--- src/rtl/core/ipv4ff_pkg.sv ---
// Package for the IPv4 receive frame filter with fragment sequencing.
// Holds verdict codes, register indexes and frame layout constants.
// No dependencies.
`default_nettype none

package ipv4ff_pkg;

    typedef enum logic [2:0] {
        V_RX_ERROR   = 3'd0,
        V_ARP        = 3'd1,
        V_FIRST_FRAG = 3'd2,
        V_NEXT_FRAG  = 3'd3,
        V_NO_CHAIN   = 3'd4,
        V_WRONG_SEQ  = 3'd5,
        V_INVALID    = 3'd6
    } t_verdict;

    typedef enum logic [1:0] {
        REG_OWN_MAC      = 2'd0,
        REG_OWN_IP       = 2'd1,
        REG_MIN_LENGTH   = 2'd2,
        REG_FRAG_STEP    = 2'd3
    } t_reg_index;

    localparam int CFG_DATA_W  = 48;
    localparam int OUT_LEN_W   = 11;
    localparam int OFFSET_W    = 13;

    localparam logic [10:0]         MIN_LENGTH_RST = 11'd34;
    localparam logic [12:0]         FRAG_STEP_RST  = 13'd185;
    localparam logic [OUT_LEN_W-1:0] OUT_LEN_MAX   = 11'h7FF;

    localparam logic [7:0]  VERSION_IHL   = 8'h45;
    localparam logic [7:0]  PROTO_UDP     = 8'd17;
    localparam logic [15:0] ETYPE_IPV4    = 16'h0800;
    localparam logic [15:0] ETYPE_ARP     = 16'h0806;
    localparam logic [15:0] SUM_OK        = 16'hFFFF;
    localparam logic [7:0]  OFF_HIGH_MASK = 8'h1F;

    // byte positions within the frame
    localparam int POS_MAC_END   = 6;
    localparam int POS_ETYPE_HI  = 12;
    localparam int POS_ETYPE_LO  = 13;
    localparam int POS_VERSION   = 14;
    localparam int POS_OFF_HI    = 20;
    localparam int POS_OFF_LO    = 21;
    localparam int POS_PROTO     = 23;
    localparam int POS_IP_FIRST  = 30;
    localparam int POS_IP_LAST   = 33;
    localparam int POS_SUM_FIRST = 14;

endpackage

`default_nettype wire

--- src/rtl/core/ipv4_frame_filter_fragment_tracker_unit.sv ---
// Top level of the IPv4 receive frame filter with fragment sequencing.
// Depends on ipv4ff_pkg.
//
// Takes one frame byte per cycle and gives one verdict per frame, registered
// and shown the cycle after the last byte is transferred. Header fields are
// checked on the fly as bytes pass, so a byte is taken every cycle with no
// gaps between frames; the only hold-off is a full result register that the
// receiver stalls. The per-byte path is one 16-bit end-around checksum add
// and the verdict compare. Configuration writes are taken every cycle.
`default_nettype none

module ipv4_frame_filter_fragment_tracker_unit #(
    parameter int LENGTH_BITS = 11
) (
    input  wire logic                                i_clk,
    input  wire logic                                i_rst_n,
    // frame byte channel
    input  wire logic                                i_valid,
    output logic                                     o_stall,
    input  wire logic [7:0]                          i_data_byte,
    input  wire logic                                i_last_byte,
    input  wire logic                                i_rx_error,
    // verdict channel
    output logic                                     o_valid,
    input  wire logic                                i_stall,
    output logic [2:0]                               o_verdict,
    output logic [ipv4ff_pkg::OUT_LEN_W-1:0]         o_frame_length,
    output logic [ipv4ff_pkg::OFFSET_W-1:0]          o_fragment_offset,
    // configuration write channel
    input  wire logic                                i_cfg_valid,
    output logic                                     o_cfg_ready,
    input  wire logic [1:0]                          i_cfg_index,
    input  wire logic [ipv4ff_pkg::CFG_DATA_W-1:0]   i_cfg_data
);
    import ipv4ff_pkg::*;

    localparam logic [LENGTH_BITS-1:0] COUNT_MAX = '1;

    // configuration
    logic [47:0]          r_own_mac;
    logic [31:0]          r_own_ip;
    logic [10:0]          r_min_length;
    logic [OFFSET_W-1:0]  r_frag_step;

    // per-frame state
    logic [LENGTH_BITS-1:0] r_count, n_count;
    logic                   r_mac_match, n_mac_match;
    logic [15:0]            r_ether_type, n_ether_type;
    logic                   r_version_ok, n_version_ok;
    logic                   r_protocol_ok, n_protocol_ok;
    logic                   r_ip_match, n_ip_match;
    logic [15:0]            r_sum, n_sum;
    logic [7:0]             r_hold, n_hold;
    logic [OFFSET_W-1:0]    r_offset, n_offset;

    // fragment chain
    logic                   r_chain_active, n_chain_active;
    logic [OFFSET_W-1:0]    r_last_offset, n_last_offset;

    // result register
    logic                   r_out_valid;
    t_verdict               r_out_verdict, n_verdict;
    logic [OUT_LEN_W-1:0]   r_out_length, n_out_length;
    logic [OFFSET_W-1:0]    r_out_offset, n_out_offset;

    logic                   in_xfer;
    logic [7:0]             mac_want;
    logic [7:0]             ip_want;
    logic [16:0]            sum_wide;
    logic [OFFSET_W:0]      seq_expect;
    logic                   ipv4_ok;

    assign o_stall     = r_out_valid && i_stall;
    assign in_xfer     = i_valid && !o_stall;
    assign o_cfg_ready = 1'b1;

    assign o_valid           = r_out_valid;
    assign o_verdict         = r_out_verdict;
    assign o_frame_length    = r_out_length;
    assign o_fragment_offset = r_out_offset;

    always_comb begin
        unique case (r_count[2:0])
            3'd0:    mac_want = r_own_mac[47:40];
            3'd1:    mac_want = r_own_mac[39:32];
            3'd2:    mac_want = r_own_mac[31:24];
            3'd3:    mac_want = r_own_mac[23:16];
            3'd4:    mac_want = r_own_mac[15:8];
            3'd5:    mac_want = r_own_mac[7:0];
            default: mac_want = 8'h00;
        endcase
        // positions 30..33 map by their low two bits
        unique case (r_count[1:0])
            2'b10:   ip_want = r_own_ip[31:24];
            2'b11:   ip_want = r_own_ip[23:16];
            2'b00:   ip_want = r_own_ip[15:8];
            default: ip_want = r_own_ip[7:0];
        endcase
    end

    // field capture for the byte being transferred
    always_comb begin
        n_mac_match   = r_mac_match;
        n_ether_type  = r_ether_type;
        n_version_ok  = r_version_ok;
        n_protocol_ok = r_protocol_ok;
        n_ip_match    = r_ip_match;
        n_sum         = r_sum;
        n_hold        = r_hold;
        n_offset      = r_offset;
        sum_wide      = {1'b0, r_sum} + {1'b0, r_hold, i_data_byte};

        if (r_count < LENGTH_BITS'(POS_MAC_END)) begin
            if (i_data_byte != mac_want) begin
                n_mac_match = 1'b0;
            end
        end
        if (r_count == LENGTH_BITS'(POS_ETYPE_HI)) begin
            n_ether_type = {i_data_byte, 8'h00};
        end
        if (r_count == LENGTH_BITS'(POS_ETYPE_LO)) begin
            n_ether_type = {r_ether_type[15:8], i_data_byte};
        end
        if (r_count == LENGTH_BITS'(POS_VERSION)) begin
            n_version_ok = (i_data_byte == VERSION_IHL);
        end
        if (r_count == LENGTH_BITS'(POS_OFF_HI)) begin
            n_offset = {i_data_byte[4:0] & OFF_HIGH_MASK[4:0], 8'h00};
        end
        if (r_count == LENGTH_BITS'(POS_OFF_LO)) begin
            n_offset = {r_offset[12:8], i_data_byte};
        end
        if (r_count == LENGTH_BITS'(POS_PROTO)) begin
            n_protocol_ok = (i_data_byte == PROTO_UDP);
        end
        if (r_count >= LENGTH_BITS'(POS_IP_FIRST) && r_count <= LENGTH_BITS'(POS_IP_LAST)) begin
            if (i_data_byte != ip_want) begin
                n_ip_match = 1'b0;
            end
        end
        if (r_count >= LENGTH_BITS'(POS_SUM_FIRST) && r_count <= LENGTH_BITS'(POS_IP_LAST)) begin
            if (!r_count[0]) begin
                n_hold = i_data_byte;
            end else begin
                // ones' complement: fold the carry back in
                n_sum = sum_wide[15:0] + {15'd0, sum_wide[16]};
            end
        end

        n_count = (r_count < COUNT_MAX) ? r_count + 1'b1 : r_count;
    end

    // verdict for a last byte
    always_comb begin
        n_chain_active = r_chain_active;
        n_last_offset  = r_last_offset;
        n_out_offset   = '0;
        seq_expect     = {1'b0, r_last_offset} + {1'b0, r_frag_step};
        ipv4_ok        = (n_ether_type == ETYPE_IPV4) && n_mac_match && n_ip_match &&
                         n_version_ok && n_protocol_ok && (n_sum == SUM_OK);

        if (n_count > LENGTH_BITS'(OUT_LEN_MAX)) begin
            n_out_length = OUT_LEN_MAX;
        end else begin
            n_out_length = OUT_LEN_W'(n_count);
        end

        priority if (i_rx_error || (n_count < LENGTH_BITS'(r_min_length))) begin
            n_verdict = V_RX_ERROR;
        end else if (n_ether_type == ETYPE_ARP) begin
            n_verdict = V_ARP;
        end else if (ipv4_ok) begin
            n_out_offset = n_offset;
            priority if (n_offset == '0) begin
                n_verdict      = V_FIRST_FRAG;
                n_chain_active = 1'b1;
                n_last_offset  = '0;
            end else if (!r_chain_active) begin
                n_verdict = V_NO_CHAIN;
            end else if (seq_expect != {1'b0, n_offset}) begin
                n_verdict = V_WRONG_SEQ;
            end else begin
                n_verdict     = V_NEXT_FRAG;
                n_last_offset = n_offset;
            end
        end else begin
            n_verdict = V_INVALID;
        end
    end

    always_ff @(posedge i_clk) begin
        if (!i_rst_n) begin
            r_own_mac    <= '0;
            r_own_ip     <= '0;
            r_min_length <= MIN_LENGTH_RST;
            r_frag_step  <= FRAG_STEP_RST;
        end else if (i_cfg_valid && o_cfg_ready) begin
            unique case (t_reg_index'(i_cfg_index))
                REG_OWN_MAC:    r_own_mac    <= i_cfg_data[47:0];
                REG_OWN_IP:     r_own_ip     <= i_cfg_data[31:0];
                REG_MIN_LENGTH: r_min_length <= i_cfg_data[10:0];
                REG_FRAG_STEP:  r_frag_step  <= i_cfg_data[OFFSET_W-1:0];
                default: ;
            endcase
        end
    end

    always_ff @(posedge i_clk) begin
        if (!i_rst_n) begin
            r_count        <= '0;
            r_mac_match    <= 1'b1;
            r_ether_type   <= '0;
            r_version_ok   <= 1'b0;
            r_protocol_ok  <= 1'b0;
            r_ip_match     <= 1'b1;
            r_sum          <= '0;
            r_hold         <= '0;
            r_offset       <= '0;
            r_chain_active <= 1'b0;
            r_last_offset  <= '0;
            r_out_valid    <= 1'b0;
        end else begin
            if (in_xfer && i_last_byte) begin
                r_count        <= '0;
                r_mac_match    <= 1'b1;
                r_ether_type   <= '0;
                r_version_ok   <= 1'b0;
                r_protocol_ok  <= 1'b0;
                r_ip_match     <= 1'b1;
                r_sum          <= '0;
                r_hold         <= '0;
                r_offset       <= '0;
                r_chain_active <= n_chain_active;
                r_last_offset  <= n_last_offset;
                r_out_valid    <= 1'b1;
            end else begin
                if (in_xfer) begin
                    r_count       <= n_count;
                    r_mac_match   <= n_mac_match;
                    r_ether_type  <= n_ether_type;
                    r_version_ok  <= n_version_ok;
                    r_protocol_ok <= n_protocol_ok;
                    r_ip_match    <= n_ip_match;
                    r_sum         <= n_sum;
                    r_hold        <= n_hold;
                    r_offset      <= n_offset;
                end
                if (!i_stall) begin
                    r_out_valid <= 1'b0;
                end
            end
        end
    end

    always_ff @(posedge i_clk) begin
        if (in_xfer && i_last_byte) begin
            r_out_verdict <= n_verdict;
            r_out_length  <= n_out_length;
            r_out_offset  <= n_out_offset;
        end
    end

    // assertions
    a_count_clears: assert property (@(posedge i_clk) disable iff (!i_rst_n)
        (in_xfer && i_last_byte) |=> (r_count == '0))
        else $error("byte counter not cleared after frame end");

    a_first_sets_chain: assert property (@(posedge i_clk) disable iff (!i_rst_n)
        (r_out_valid && r_out_verdict == V_FIRST_FRAG) |-> r_chain_active)
        else $error("first fragment without active chain");

    a_next_updates_last: assert property (@(posedge i_clk) disable iff (!i_rst_n)
        (in_xfer && i_last_byte && n_verdict == V_NEXT_FRAG)
            |=> (r_last_offset == r_out_offset))
        else $error("chain offset not tracked on next fragment");

    a_offset_zero: assert property (@(posedge i_clk) disable iff (!i_rst_n)
        (r_out_valid && (r_out_verdict == V_RX_ERROR || r_out_verdict == V_ARP ||
                         r_out_verdict == V_INVALID || r_out_verdict == V_FIRST_FRAG))
            |-> (r_out_offset == '0))
        else $error("nonzero offset on a verdict that carries none");

endmodule

`default_nettype wire

--- config.mk ---
export PLATFORM = sky130hd
export DESIGN_NAME = ipv4_frame_filter_fragment_tracker_unit
export DESIGN_NICKNAME = d
export VERILOG_FILES = /design/src/rtl/core/ipv4ff_pkg.sv /design/src/rtl/core/ipv4_frame_filter_fragment_tracker_unit.sv
export SDC_FILE = /design/constraint.sdc
export NUM_CORES = 1
export LEC_CHECK = 0
export CORE_MARGIN = 5
export CORE_UTILIZATION = 28
export DETAILED_ROUTE_END_ITERATION = 16
export DONT_BUFFER_PORTS = 1
export GPL_TIMING_DRIVEN = 0
export PLACE_DENSITY_LB_ADDON = 0.2
export RECOVER_POWER = 25
export SLEW_MARGIN = 25
export SYNTH_ARGS = -nofsm -noshare
export SYNTH_HDL_FRONTEND = slang
export SYNTH_SLANG_ARGS = --single-unit
--- constraint.sdc ---
create_clock -name i_clk -period 15.2 [get_ports i_clk]
set_input_delay 0 -clock i_clk [delete_from_list [all_inputs] [get_ports i_clk]]
set_output_delay 0 -clock i_clk [all_outputs]
set_load 0.01 [all_outputs]
Word-level counts from Yosys, hierarchy flattened
Index checks and enable logic that the tools add are counted.

word-level totals
  register bits after elaboration = 214
  input bits = 65
  output and inout port bits = 30
  logic and storage cells = 114

operators by class
  add/subtract/negate cells = 4
  $lt $le $gt $ge = 7
  eq/ne operators = 26
  mux-type cells = 25
  bitwise logic cells = 5
  reductions and logical operators = 27

operators with widths
  kind                                                    number
  2-to-1 mux 13 bit                                       5
  2-to-1 mux 16 bit                                       4
  one-hot mux 8 bit (6 select lines)                      1
  equality test 11 x 4 -> 1 bit (second input constant)   3
  equality test 11 x 5 -> 1 bit (second input constant)   3
  equality test 16 x 12 -> 1 bit (second input constant)  2
  one-hot mux 8 bit (3 select lines)                      1
  adder 16 x 16 -> 17 bit                                 1
  adder 16 x 1 -> 16 bit                                  1
  equality test 16 bit (second input constant)            1
  inequality test 8 bit                                   2
  adder 13 x 13 -> 14 bit                                 1
  inequality test 14 x 13 -> 1 bit                        1
  logical NOT 13 bit                                      1
  2-to-1 mux 3 bit                                        4
  adder 11 x 1 -> 11 bit (second input constant)          1
  >= comparator 11 x 4 -> 1 bit (second input constant)   1
  >= comparator 11 x 5 -> 1 bit (second input constant)   1
  > comparator 11 bit (second input constant)             1
  <= comparator 11 x 6 -> 1 bit (second input constant)   1
  < comparator 11 bit                                     1
  < comparator 11 bit (second input constant)             1
  < comparator 11 x 3 -> 1 bit (second input constant)    1
  2-to-1 mux 11 bit                                       1
  23 further kinds                                        54

Logic depth before layout (Yosys ltp)
Gate-level depths: netlist of the first run.

  depth after elaboration = 12
  gate-level depth with buffers = 22
  mapped depth without buffers = 21

Least setup slack after synthesis of the first run
No wires, ideal clock.

  path kind = reg-to-reg
  from = reg r_sum[0]
  to = reg r_last_offset[9]
  setup time = 117 ps
  arrival time = 4651 ps
  data required time = 15083 ps
  setup slack = 10431 ps
  cell stages (with the launch flop) = 22
  buffers on the path = 1
  clock period less this slack = 4769 ps
  cell sequence = dfxtp_1 -> ha_1 -> fa_1 -> a21oi_1 -> o211ai_1 -> a221oi_1 -> nor2b_1 -> o21a_1 -> o21a_1 -> o21ai_0 -> nand2b_1 -> ha_1 -> ha_1 -> and2_1 -> nand2_1 -> nor4b_1 -> nand3_1 -> xor2_1 -> o41a_1 -> clkbuf_1 -> or4b_4 -> a32o_1

on the way
  longest elaborated chain between the ends = 7

ends and longest elaborated chain
  what                             line                                            source
  start: declaration               ipv4_frame_filter_fragment_tracker_unit.sv:52   logic [15:0] r_sum, n_sum;
  start signal: assignment         ipv4_frame_filter_fragment_tracker_unit.sv:244  r_sum <= n_sum;
  adder 16 x 16 -> 17 bit          ipv4_frame_filter_fragment_tracker_unit.sv:111  sum_wide = {1'b0, r_sum} + {1'b0, r_hold, i_data_byte};
  adder 16 x 1 -> 16 bit           ipv4_frame_filter_fragment_tracker_unit.sv:146  n_sum = sum_wide[15:0] + {15'd0, sum_wide[16]};
  2-to-1 mux 16 bit                ipv4_frame_filter_fragment_tracker_unit.sv:142  if (!r_count[0]) begin
  2-to-1 mux 16 bit *              ipv4_frame_filter_fragment_tracker_unit.sv:141  if (r_count >= LENGTH_BITS'(POS_SUM_FIRST) && r_count <= LENGTH_BITS'(POS_IP_LAST)) begin
  equality test 16 bit *           ipv4_frame_filter_fragment_tracker_unit.sv:160  n_version_ok && n_protocol_ok && (n_sum == SUM_OK);
  logical AND 1 bit *              ipv4_frame_filter_fragment_tracker_unit.sv:160
  AND reduction 6 bit (no line) *  --
  end signal: assignment           ipv4_frame_filter_fragment_tracker_unit.sv:234  r_last_offset <= n_last_offset;
  end: declaration                 ipv4_frame_filter_fragment_tracker_unit.sv:58   logic [OFFSET_W-1:0] r_last_offset, n_last_offset;

Mark *: on every way between the ends. The rest lies on a longest branch, timed or not.
A chain may end at the register's enable or synchronous reset.

Worst setup path in the final report of the first run
  from = reg r_sum[0]
  to = reg r_last_offset[4]

The elaborated chain is that of the path after synthesis.

==> flow_summary_export.csv, run 1 <==
group,metric,value,unit
die,io_pins,95,
clock_network,numCtsBuffers,26,
detailed_routing,wirelength,41.17,mm
timing,fin_tns_setup,0,ns
yosys,ys_warn_count,0,
yosys,synthArstFlopShare,0,
yosys,synthFlopType,"dfxtp_1",
yosys,synth.distinct_cells,73,
die,die_area,46400,µm²
yosys,synth_fp_nets,1536,
finish,n_fill_cell,4445,
detailed_routing,wl_per_cell,19.72,µm
die,initial_core_util,0.2823,
yosys,ys_ff_latch,214,
power,powerDensity,101.7,nW/µm²
critical_path,crit_type,"reg2reg",
finish,syn_to_final_growth,20.68,%
die,die_y,215.4,µm
timing,max_freq,163.0,MHz
timing,slew_headroom,0.3244,
power,power,1.451,mW
yosys,synth.cell_area,11810,µm²
yosys,synth_edf_count,27,
critical_path,crit_path_max_fanout,10,
place,portBuffers,0,
run,cap_violations,0,
critical_path,worst_ep_required_time,15.61,ns
global_routing,grt_pass1_vias,10560,
timing,fin_worst_skew,0.02504,ns
timing,hold_viol_final,0,
place,dp_hpwl,30.44,mm
yosys,synthAdderAreaFrac,0.05317,
yosys,synth_top_cell_by_area,"dfxtp_1",
detailed_routing,drt_iter0_drc,680,
power,cellLeakagePower,5.178,nW
run_status,status,"complete, no violations",
timing,finalCriticalPeriod,6.134,ns
place,place_congestion,0.8681,
yosys,synth_top_area_frac,0.3169,
critical_path,crit_family,"compound AO/OA/AOI/OAI gates",
clock_network,clkSinkCount,214,
timing,rsz0062_at_grt,"no",
yosys,syn_avg_cell_area,8.308,µm²
clock_network,cts_tree,"done",
yosys,synth-xor-area-share,0.05380,
timing,worst_pin_slew,0.9879,ns
critical_path,cpMaxStageDelayCell,"a221oi_1",
place,dp_slack,9.080,ns
min_path,hp-class,"in2reg",
critical_path,cpMostUsedCell,"ha_1",
timing,min_period_over_period,0.4036,
yosys,syn_inst,1422,
global_routing,grt_pass1_wl,63.27,mm
clock_network,clkSlewWorstSetupHoldPaths,0.06,ns
critical_path,reg2reg_slack,9.07,ns
yosys,synthTopCellsByArea,"dfxtp_1 (32%), nand2_1 (9.3%), edfxtp_1 (6.9%)",
critical_path,arrival,6.55,ns
finish,finalNetCount,1642,
critical_path,endpoint_kind,"flip-flop",
die,die_w,215.4,µm
critical_path,startpoint_type,"flip-flop",
power,peakVddDrop,0.00007201,V
detailed_routing,dr.pass1.iters,6,
timing,worst_slack,9.066,ns
clock_network,cts_setup_buffers,0,
global_routing,grt_max_degree,32,
clock_network,cts_max_level,1,
yosys,yosysSeqAreaShare,0.3855,
finish,drive_above_1_share,0.04657,
yosys,synthSimpleGateAreaFrac,0.2148,
clock_network,root_buffer,"clkbuf_16",
die,core_area,41850,µm²
timing,slew_violations,0,
clock_network,worst_skew_pair.late_latency,0.57,ns
critical_path,cpPeakStageDelay,0.64,ns
yosys,synthMuxAreaShare,0.03410,
detailed_routing,avgViaCountPerCell,5.076,
clock_network,cts_hold_buf,78,
clock_network,ctsResizeCount,0,
global_routing,overflow,0,
die,rows,75,
global_routing,antenna_found_initial,6,
detailed_routing,drc,0,
global_routing,grt_usage,0.1718,
clock_network,cts_buffer_depth,3,
critical_path,crit_chain,"ha_1 -> fa_1 -> a21oi_1 -> o211ai_1 -> a221oi_1 -> nor2b_1 -> o21a_1 -> o21a_1 -> o21ai_0 -> nand2b_1 -> ha_1 -> ha_1 -> and2_1 -> nor2_1 -> nand3_1 -> o21ai_0 -> nand4b_1 -> nor3_1 -> nand4_1 -> clkbuf_1 -> o41ai_1 -> a21oi_1",
yosys,synth_top_family_by_area,"simple AND/OR/NAND/NOR gates",
timing,setup_viol,0,
detailed_routing,antenna_left,0,
detailed_routing,vias,10600,
critical_path,critPathBufInv,1,
yosys,synth_compound_area_frac,0.2108,
==> through the flow <==
stage / instance area [µm²] / cells / hold slack [ns] / util
after floorplan: 11810 / 1422 / 0.1242 / -
after global placement: 12490 / 1961 / 0.1376 / 0.2984
after detailed placement: 12490 / 1961 / 0.1370 / 0.2985
after CTS: 14240 / 2085 / 0.005297 / 0.3404
after global routing: 14260 / 2088 / 0.03481 / 0.3407
final: 14260 / 2088 / 0.02217 / 0.3407
==> sequential cells by signal, summed over array words and instances (netlist names) <==
| register | count |
|---|---|
| o_fragment_offset | 13 |
| r_hold | 8 |
| r_chain_active | 1 |
| r_ip_match | 1 |
| r_offset | 13 |
| o_valid | 1 |
| r_mac_match | 1 |
| o_verdict | 3 |
| r_ether_type | 16 |
| r_own_mac | 48 |
| r_frag_step | 13 |
| r_min_length | 11 |
| r_own_ip | 32 |
| r_sum | 16 |
| r_protocol_ok | 1 |
| o_frame_length | 11 |
| r_last_offset | 13 |
| r_version_ok | 1 |
| r_count | 11 |
==> cells in the final DEF (no fill, tap or decap), types with 6 or more instances in the layout <==
cell           instances
dlygate4sd3_1         78
and2_1                 7
nor2_1                97
a21o_1                14
nor4_1                15
and3_1                13
a22oi_1               27
nor3_1                21
clkbuf_16             27
a21boi_0              97
and4_1                 7
nand4_1               17
o211ai_1               9
edfxtp_1              27
nand3_1               25
nand2_1              293
ha_1                  47
o41ai_1               14
o21a_1                13
a21oi_1               71
a222oi_1               8
or2_2                  7
bufinv_16              6
o21ai_0               32
o2111ai_1              7
nand2b_1               7
mux2i_1               38
xor2_1                39
dfxtp_1              187
xnor2_1               31
clkbuf_1              91
inv_1                 46
a211oi_1              32
==> cell usage after synthesis (4+ instances only) <==
cell type  instances
o2111ai_1          7
and4_1             7
o211ai_1           9
nand2b_1           7
inv_1             47
a21boi_0          97
o41ai_1           14
or2_2              7
a21oi_1           71
dfxtp_1          187
a211oi_1          32
o21ai_0           32
nand3_1           25
and2_1             7
clkbuf_1          88
or3_1              5
a222oi_1           8
and3_1            13
mux2i_1           38
nand2_1          293
a22oi_1           27
nor4_1            16
nor2b_1            5
edfxtp_1          27
xnor2_1           31
nor2_1            97
nor3_1            21
nand4_1           17
a21o_1            14
o21a_1            13
buf_1              4
o21bai_1           4
ha_1              47
xor2_1            39
a31oi_1            5
==> path summary, 6_finish.rpt <==
check / startpoint / end / depth (start not counted)
setup / recovery: r_sum[0] / r_last_offset[4] / 22
hold / removal: i_cfg_valid / r_own_mac[44] / 4
setup reg to reg: r_sum[0] / r_last_offset[4] / 22
hold reg to reg: r_mac_match / r_mac_match / 2
==> per-layer routing <==
layer	GRT usage	wire (µm)	share of wire	vias to the layer above
met4	0.04779	997	0.024	6
met3	0.02873	2052	0.050	70
met1	0.2317	18990	0.46	5048
met2	0.2855	19090	0.46	230
li1	-	-	-	5244
met5	0	34	0.00083	-
==> power by group <==
| part | leakage (nW) | internal, mW | switching [mW] |
|---|---|---|---|
| combinational | 2.94 | 0.0515 | 0.0940 |
| sequential | 1.76 | 0.589 | 0.0122 |
| clock | 0.472 | 0.438 | 0.266 |
| total | 5.18 | 1.08 | 0.372 |
==> layout make-up <==
| cell class | count | area [µm²] | area share |
|---|---|---|---|
| clock buffers | 32 | 714.4 | 0.05011 |
| clock inverters | 14 | 255.2 | 0.01790 |
| flip-flops and latches | 214 | 4554 | 0.3194 |
| diodes | 3 | 7.507 | 0.0005265 |
| multi-input cells | 1064 | 6709 | 0.4706 |
| plain buffers | 97 | 385.4 | 0.02703 |
| repair buffers | 78 | 780.7 | 0.05476 |
| inverters | 47 | 176.4 | 0.01237 |
| well taps | 539 | 674.4 | 0.04730 |
==> kinds of logic after synthesis <==
kind of cell / count (synthesis)
multiplexers: 40
flip-flops: 214
other: 1
AND/OR/NAND/NOR: 549
XOR/XNOR: 71
buffers and inverters: 144
AO/OA/AOI/OAI: 354
adder cells (fa/ha/maj): 49
==> worst reg2reg max path, cell delays in order (launching register included) <==
cell and delay [ns]:
dfxtp_1 0.33, ha_1 0.26, fa_1 0.46, a21oi_1 0.33, o211ai_1 0.19, a221oi_1 0.64, nor2b_1 0.10, o21a_1 0.19
o21a_1 0.15, o21ai_0 0.27, nand2b_1 0.11, ha_1 0.25, ha_1 0.22, and2_1 0.20, nor2_1 0.17, nand3_1 0.09
o21ai_0 0.29, nand4b_1 0.22, nor3_1 0.23, nand4_1 0.35, clkbuf_1 0.34, o41ai_1 0.52, a21oi_1 0.08
Power figures use the tool's default switching activity.
==> run 2: changes to the inputs <==
==> constraint.sdc (replaced) <==
create_clock -name i_clk -period 6.2 [get_ports i_clk]
set_input_delay 0 -clock i_clk [delete_from_list [all_inputs] [get_ports i_clk]]
set_output_delay 0 -clock i_clk [all_outputs]
set_load 0.01 [all_outputs]
==> run 2 against run 1 <==
  * Core utilization rose by 0.096 points
  * Global-route usage did not move
  * Sequential power rose by 140%
  * Die area did not move
  * Clock power increased by 140%
  * Clock skew up 0.0021 ns
  * Total power increased by 140%
  * Final cell count increased by 0.14%
  * Via count rose by 0.23%
  * Design area up 0.28%
  * Register-to-register slack got worse by 8.5 ns
  * Critical endpoint is now r_last_offset[6]
  * Largest power group unchanged
==> flow_summary_export.csv, run 2 (synthesis gave the netlist of run 1 again) <==
group,metric,value,unit
run_status,status,"complete, no violations",
critical_path,endpoint_kind,"flip-flop",
global_routing,antenna_found_initial,6,
finish,regArea,4554,µm²
die,rows,75,
finish,max_flop_register,"r_own_mac",
critical_path,crit_chain,"ha_1 -> fa_1 -> a21oi_2 -> o211ai_1 -> a221oi_2 -> nor2b_1 -> o21a_1 -> o21a_1 -> o21ai_0 -> nand2b_1 -> ha_1 -> ha_1 -> and2_1 -> nor2_1 -> nand3_1 -> o21ai_0 -> nand4b_1 -> nor3_1 -> nand4_1 -> clkbuf_1 -> o41ai_1 -> a21oi_1",
power,combPwrFrac,0.100,
finish,largest_registers,"r_own_mac: 48 flops, r_own_ip: 32 flops",
clock_network,root_buffer,"clkbuf_16",
min_path,hp-class,"in2reg",
timing,finalCriticalPeriod,5.678,ns
detailed_routing,avgViaCountPerCell,5.080,
critical_path,worst_ep_required_time,6.61,ns
detailed_routing,antenna_left,0,
detailed_routing,dr.pass1.iters,5,
clock_network,numCtsBuffers,26,
finish,final_common_cell,"nand2_1",
finish,syn_to_final_growth,21.02,%
timing,fin_worst_skew,0.02712,ns
critical_path,startpoint_type,"flip-flop",
timing,hold_viol_final,0,
finish,final_cell_mix,"nand2_1 (293), dfxtp_1 (187), nor2_1 (97), a21boi_0 (97), clkbuf_1 (91)",
power,peakVddDrop,0.0001764,V
timing,worst_pin_slew,0.9855,ns
power,p_sw_frac,0.2561,
finish,multi_input_area,6726,µm²
die,io_pins,95,
clock_network,cts_buffer_depth,3,
power,power,3.554,mW
detailed_routing,wirelength,41.13,mm
power,sequentialPowerShare,0.415,
power,intPower,2.644,mW
clock_network,clkSinkCount,214,
finish,finalNetCount,1645,
timing,hold-worst-slack,0.02220,ns
finish,drive_above_1_share,0.05036,
timing,setup_viol,0,
timing,rsz0062_at_grt,"no",
place,place_congestion,0.8681,
critical_path,crit_type,"reg2reg",
finish,largest_reg_flops,48,
power,p_switching,0.9103,mW
timing,max_freq,176.1,MHz
die,die_y,215.4,µm
die,initial_core_util,0.2823,
timing,slew_violations,0,
detailed_routing,drc,0,
die,die_area,46400,µm²
detailed_routing,vias,10620,
critical_path,crit_path_max_fanout,10,
clock_network,clkSlewWorstSetupHoldPaths,0.06,ns
detailed_routing,wl_per_cell,19.67,µm
global_routing,overflow,0,
place,dp_cells,1961,
global_routing,grt_usage,0.1718,
timing,min_period_over_period,0.9159,
power,cellLeakagePower,5.197,nW
clock_network,cts_tree,"done",
global_routing,grt_pass1_wl,63.27,mm
clock_network,worst_skew_pair.late_latency,0.57,ns
critical_path,cpPeakStageDelay,0.47,ns
die,core_area,41850,µm²
detailed_routing,drt_iter0_drc,717,
timing,fin_tns_setup,0,ns
place,portBuffers,0,
place,dp_hpwl,30.44,mm
timing,slew_headroom,0.3260,
global_routing,grt_pass1_vias,10560,
critical_path,cpMostUsedCell,"ha_1",
power,powerDensity,248.6,nW/µm²
critical_path,cpMaxStageDelayCell,"fa_1",
die,die_w,215.4,µm
finish,postLayoutCoreUtil,0.3416,
power,clkPwrFrac,0.485,
global_routing,grt_max_degree,32,
finish,n_fill_cell,4447,
critical_path,arrival,6.09,ns
run,cap_violations,0,
finish,instances_no_fill,2091,
clock_network,cts_max_level,1,
## run 2: worst paths after layout
check,endpoint,slack [ns],startpoint,depth (start not counted)
max,r_last_offset[6],0.52,r_sum[0],22
min,r_ether_type[7],0.02,i_data_byte[7],3
max reg2reg,r_last_offset[6],0.52,r_sum[0],22
min reg2reg,r_mac_match,0.45,r_mac_match,2
## run 2: power groups by stage
stage | Sequential [mW] | Clock [mW] | Combinational [mW]
finish | 1.47 | 1.72 | 0.357
global route | 1.48 | 1.81 | 0.392
CTS | 1.47 | 1.76 | 0.356
detailed placement | 1.50 | 0 | 0.307
global placement | 1.50 | 0 | 0.304
floorplan | 1.49 | 0 | 0.213
## run 2: per-layer routing
metal,global-route usage,vias to the layer above,wire length [µm]
met2,0.2855,257,19070
met1,0.2317,5035,18990
met3,0.02873,69,2048
met4,0.04779,6,993
met5,0,-,34
li1,-,5255,-
## run 2: timing repair
action	4_1_cts	5_1_grt
hold buffers	78	0
setup buffers	0	3
hold endpoints to repair	121	0
setup endpoints to repair	0	28
resized for setup	0	3
## run 2: area by class of cell
cell class,count,share of cell area
diodes,3,0.0005251
plain buffers,97,0.02695
clock buffers,32,0.04997
clock inverters,14,0.01785
inverters,47,0.01234
multi-input cells,1064,0.4705
flip-flops and latches,214,0.3185
well taps,539,0.04717
repair buffers,81,0.05618
## run 2: metrics by stage
step           setup WS (ns)  cell area (µm²)
6_report              0.5216            14300
4_1_cts              0.05527            14240
5_1_grt               0.1063            14300
3_5_place_dp         0.07969            12490
2_1_floorplan          1.431            11810
3_3_place_gp          0.1532            12490
## run 2: worst max-delay path, delay by kind of cell, from the launching register on
kind            cells  cell delay, ns
buf+inv             1            0.32
compound gates      9            2.32
fa+ha+maj           4            1.20
simple gates        8            1.35
flops               1            0.33
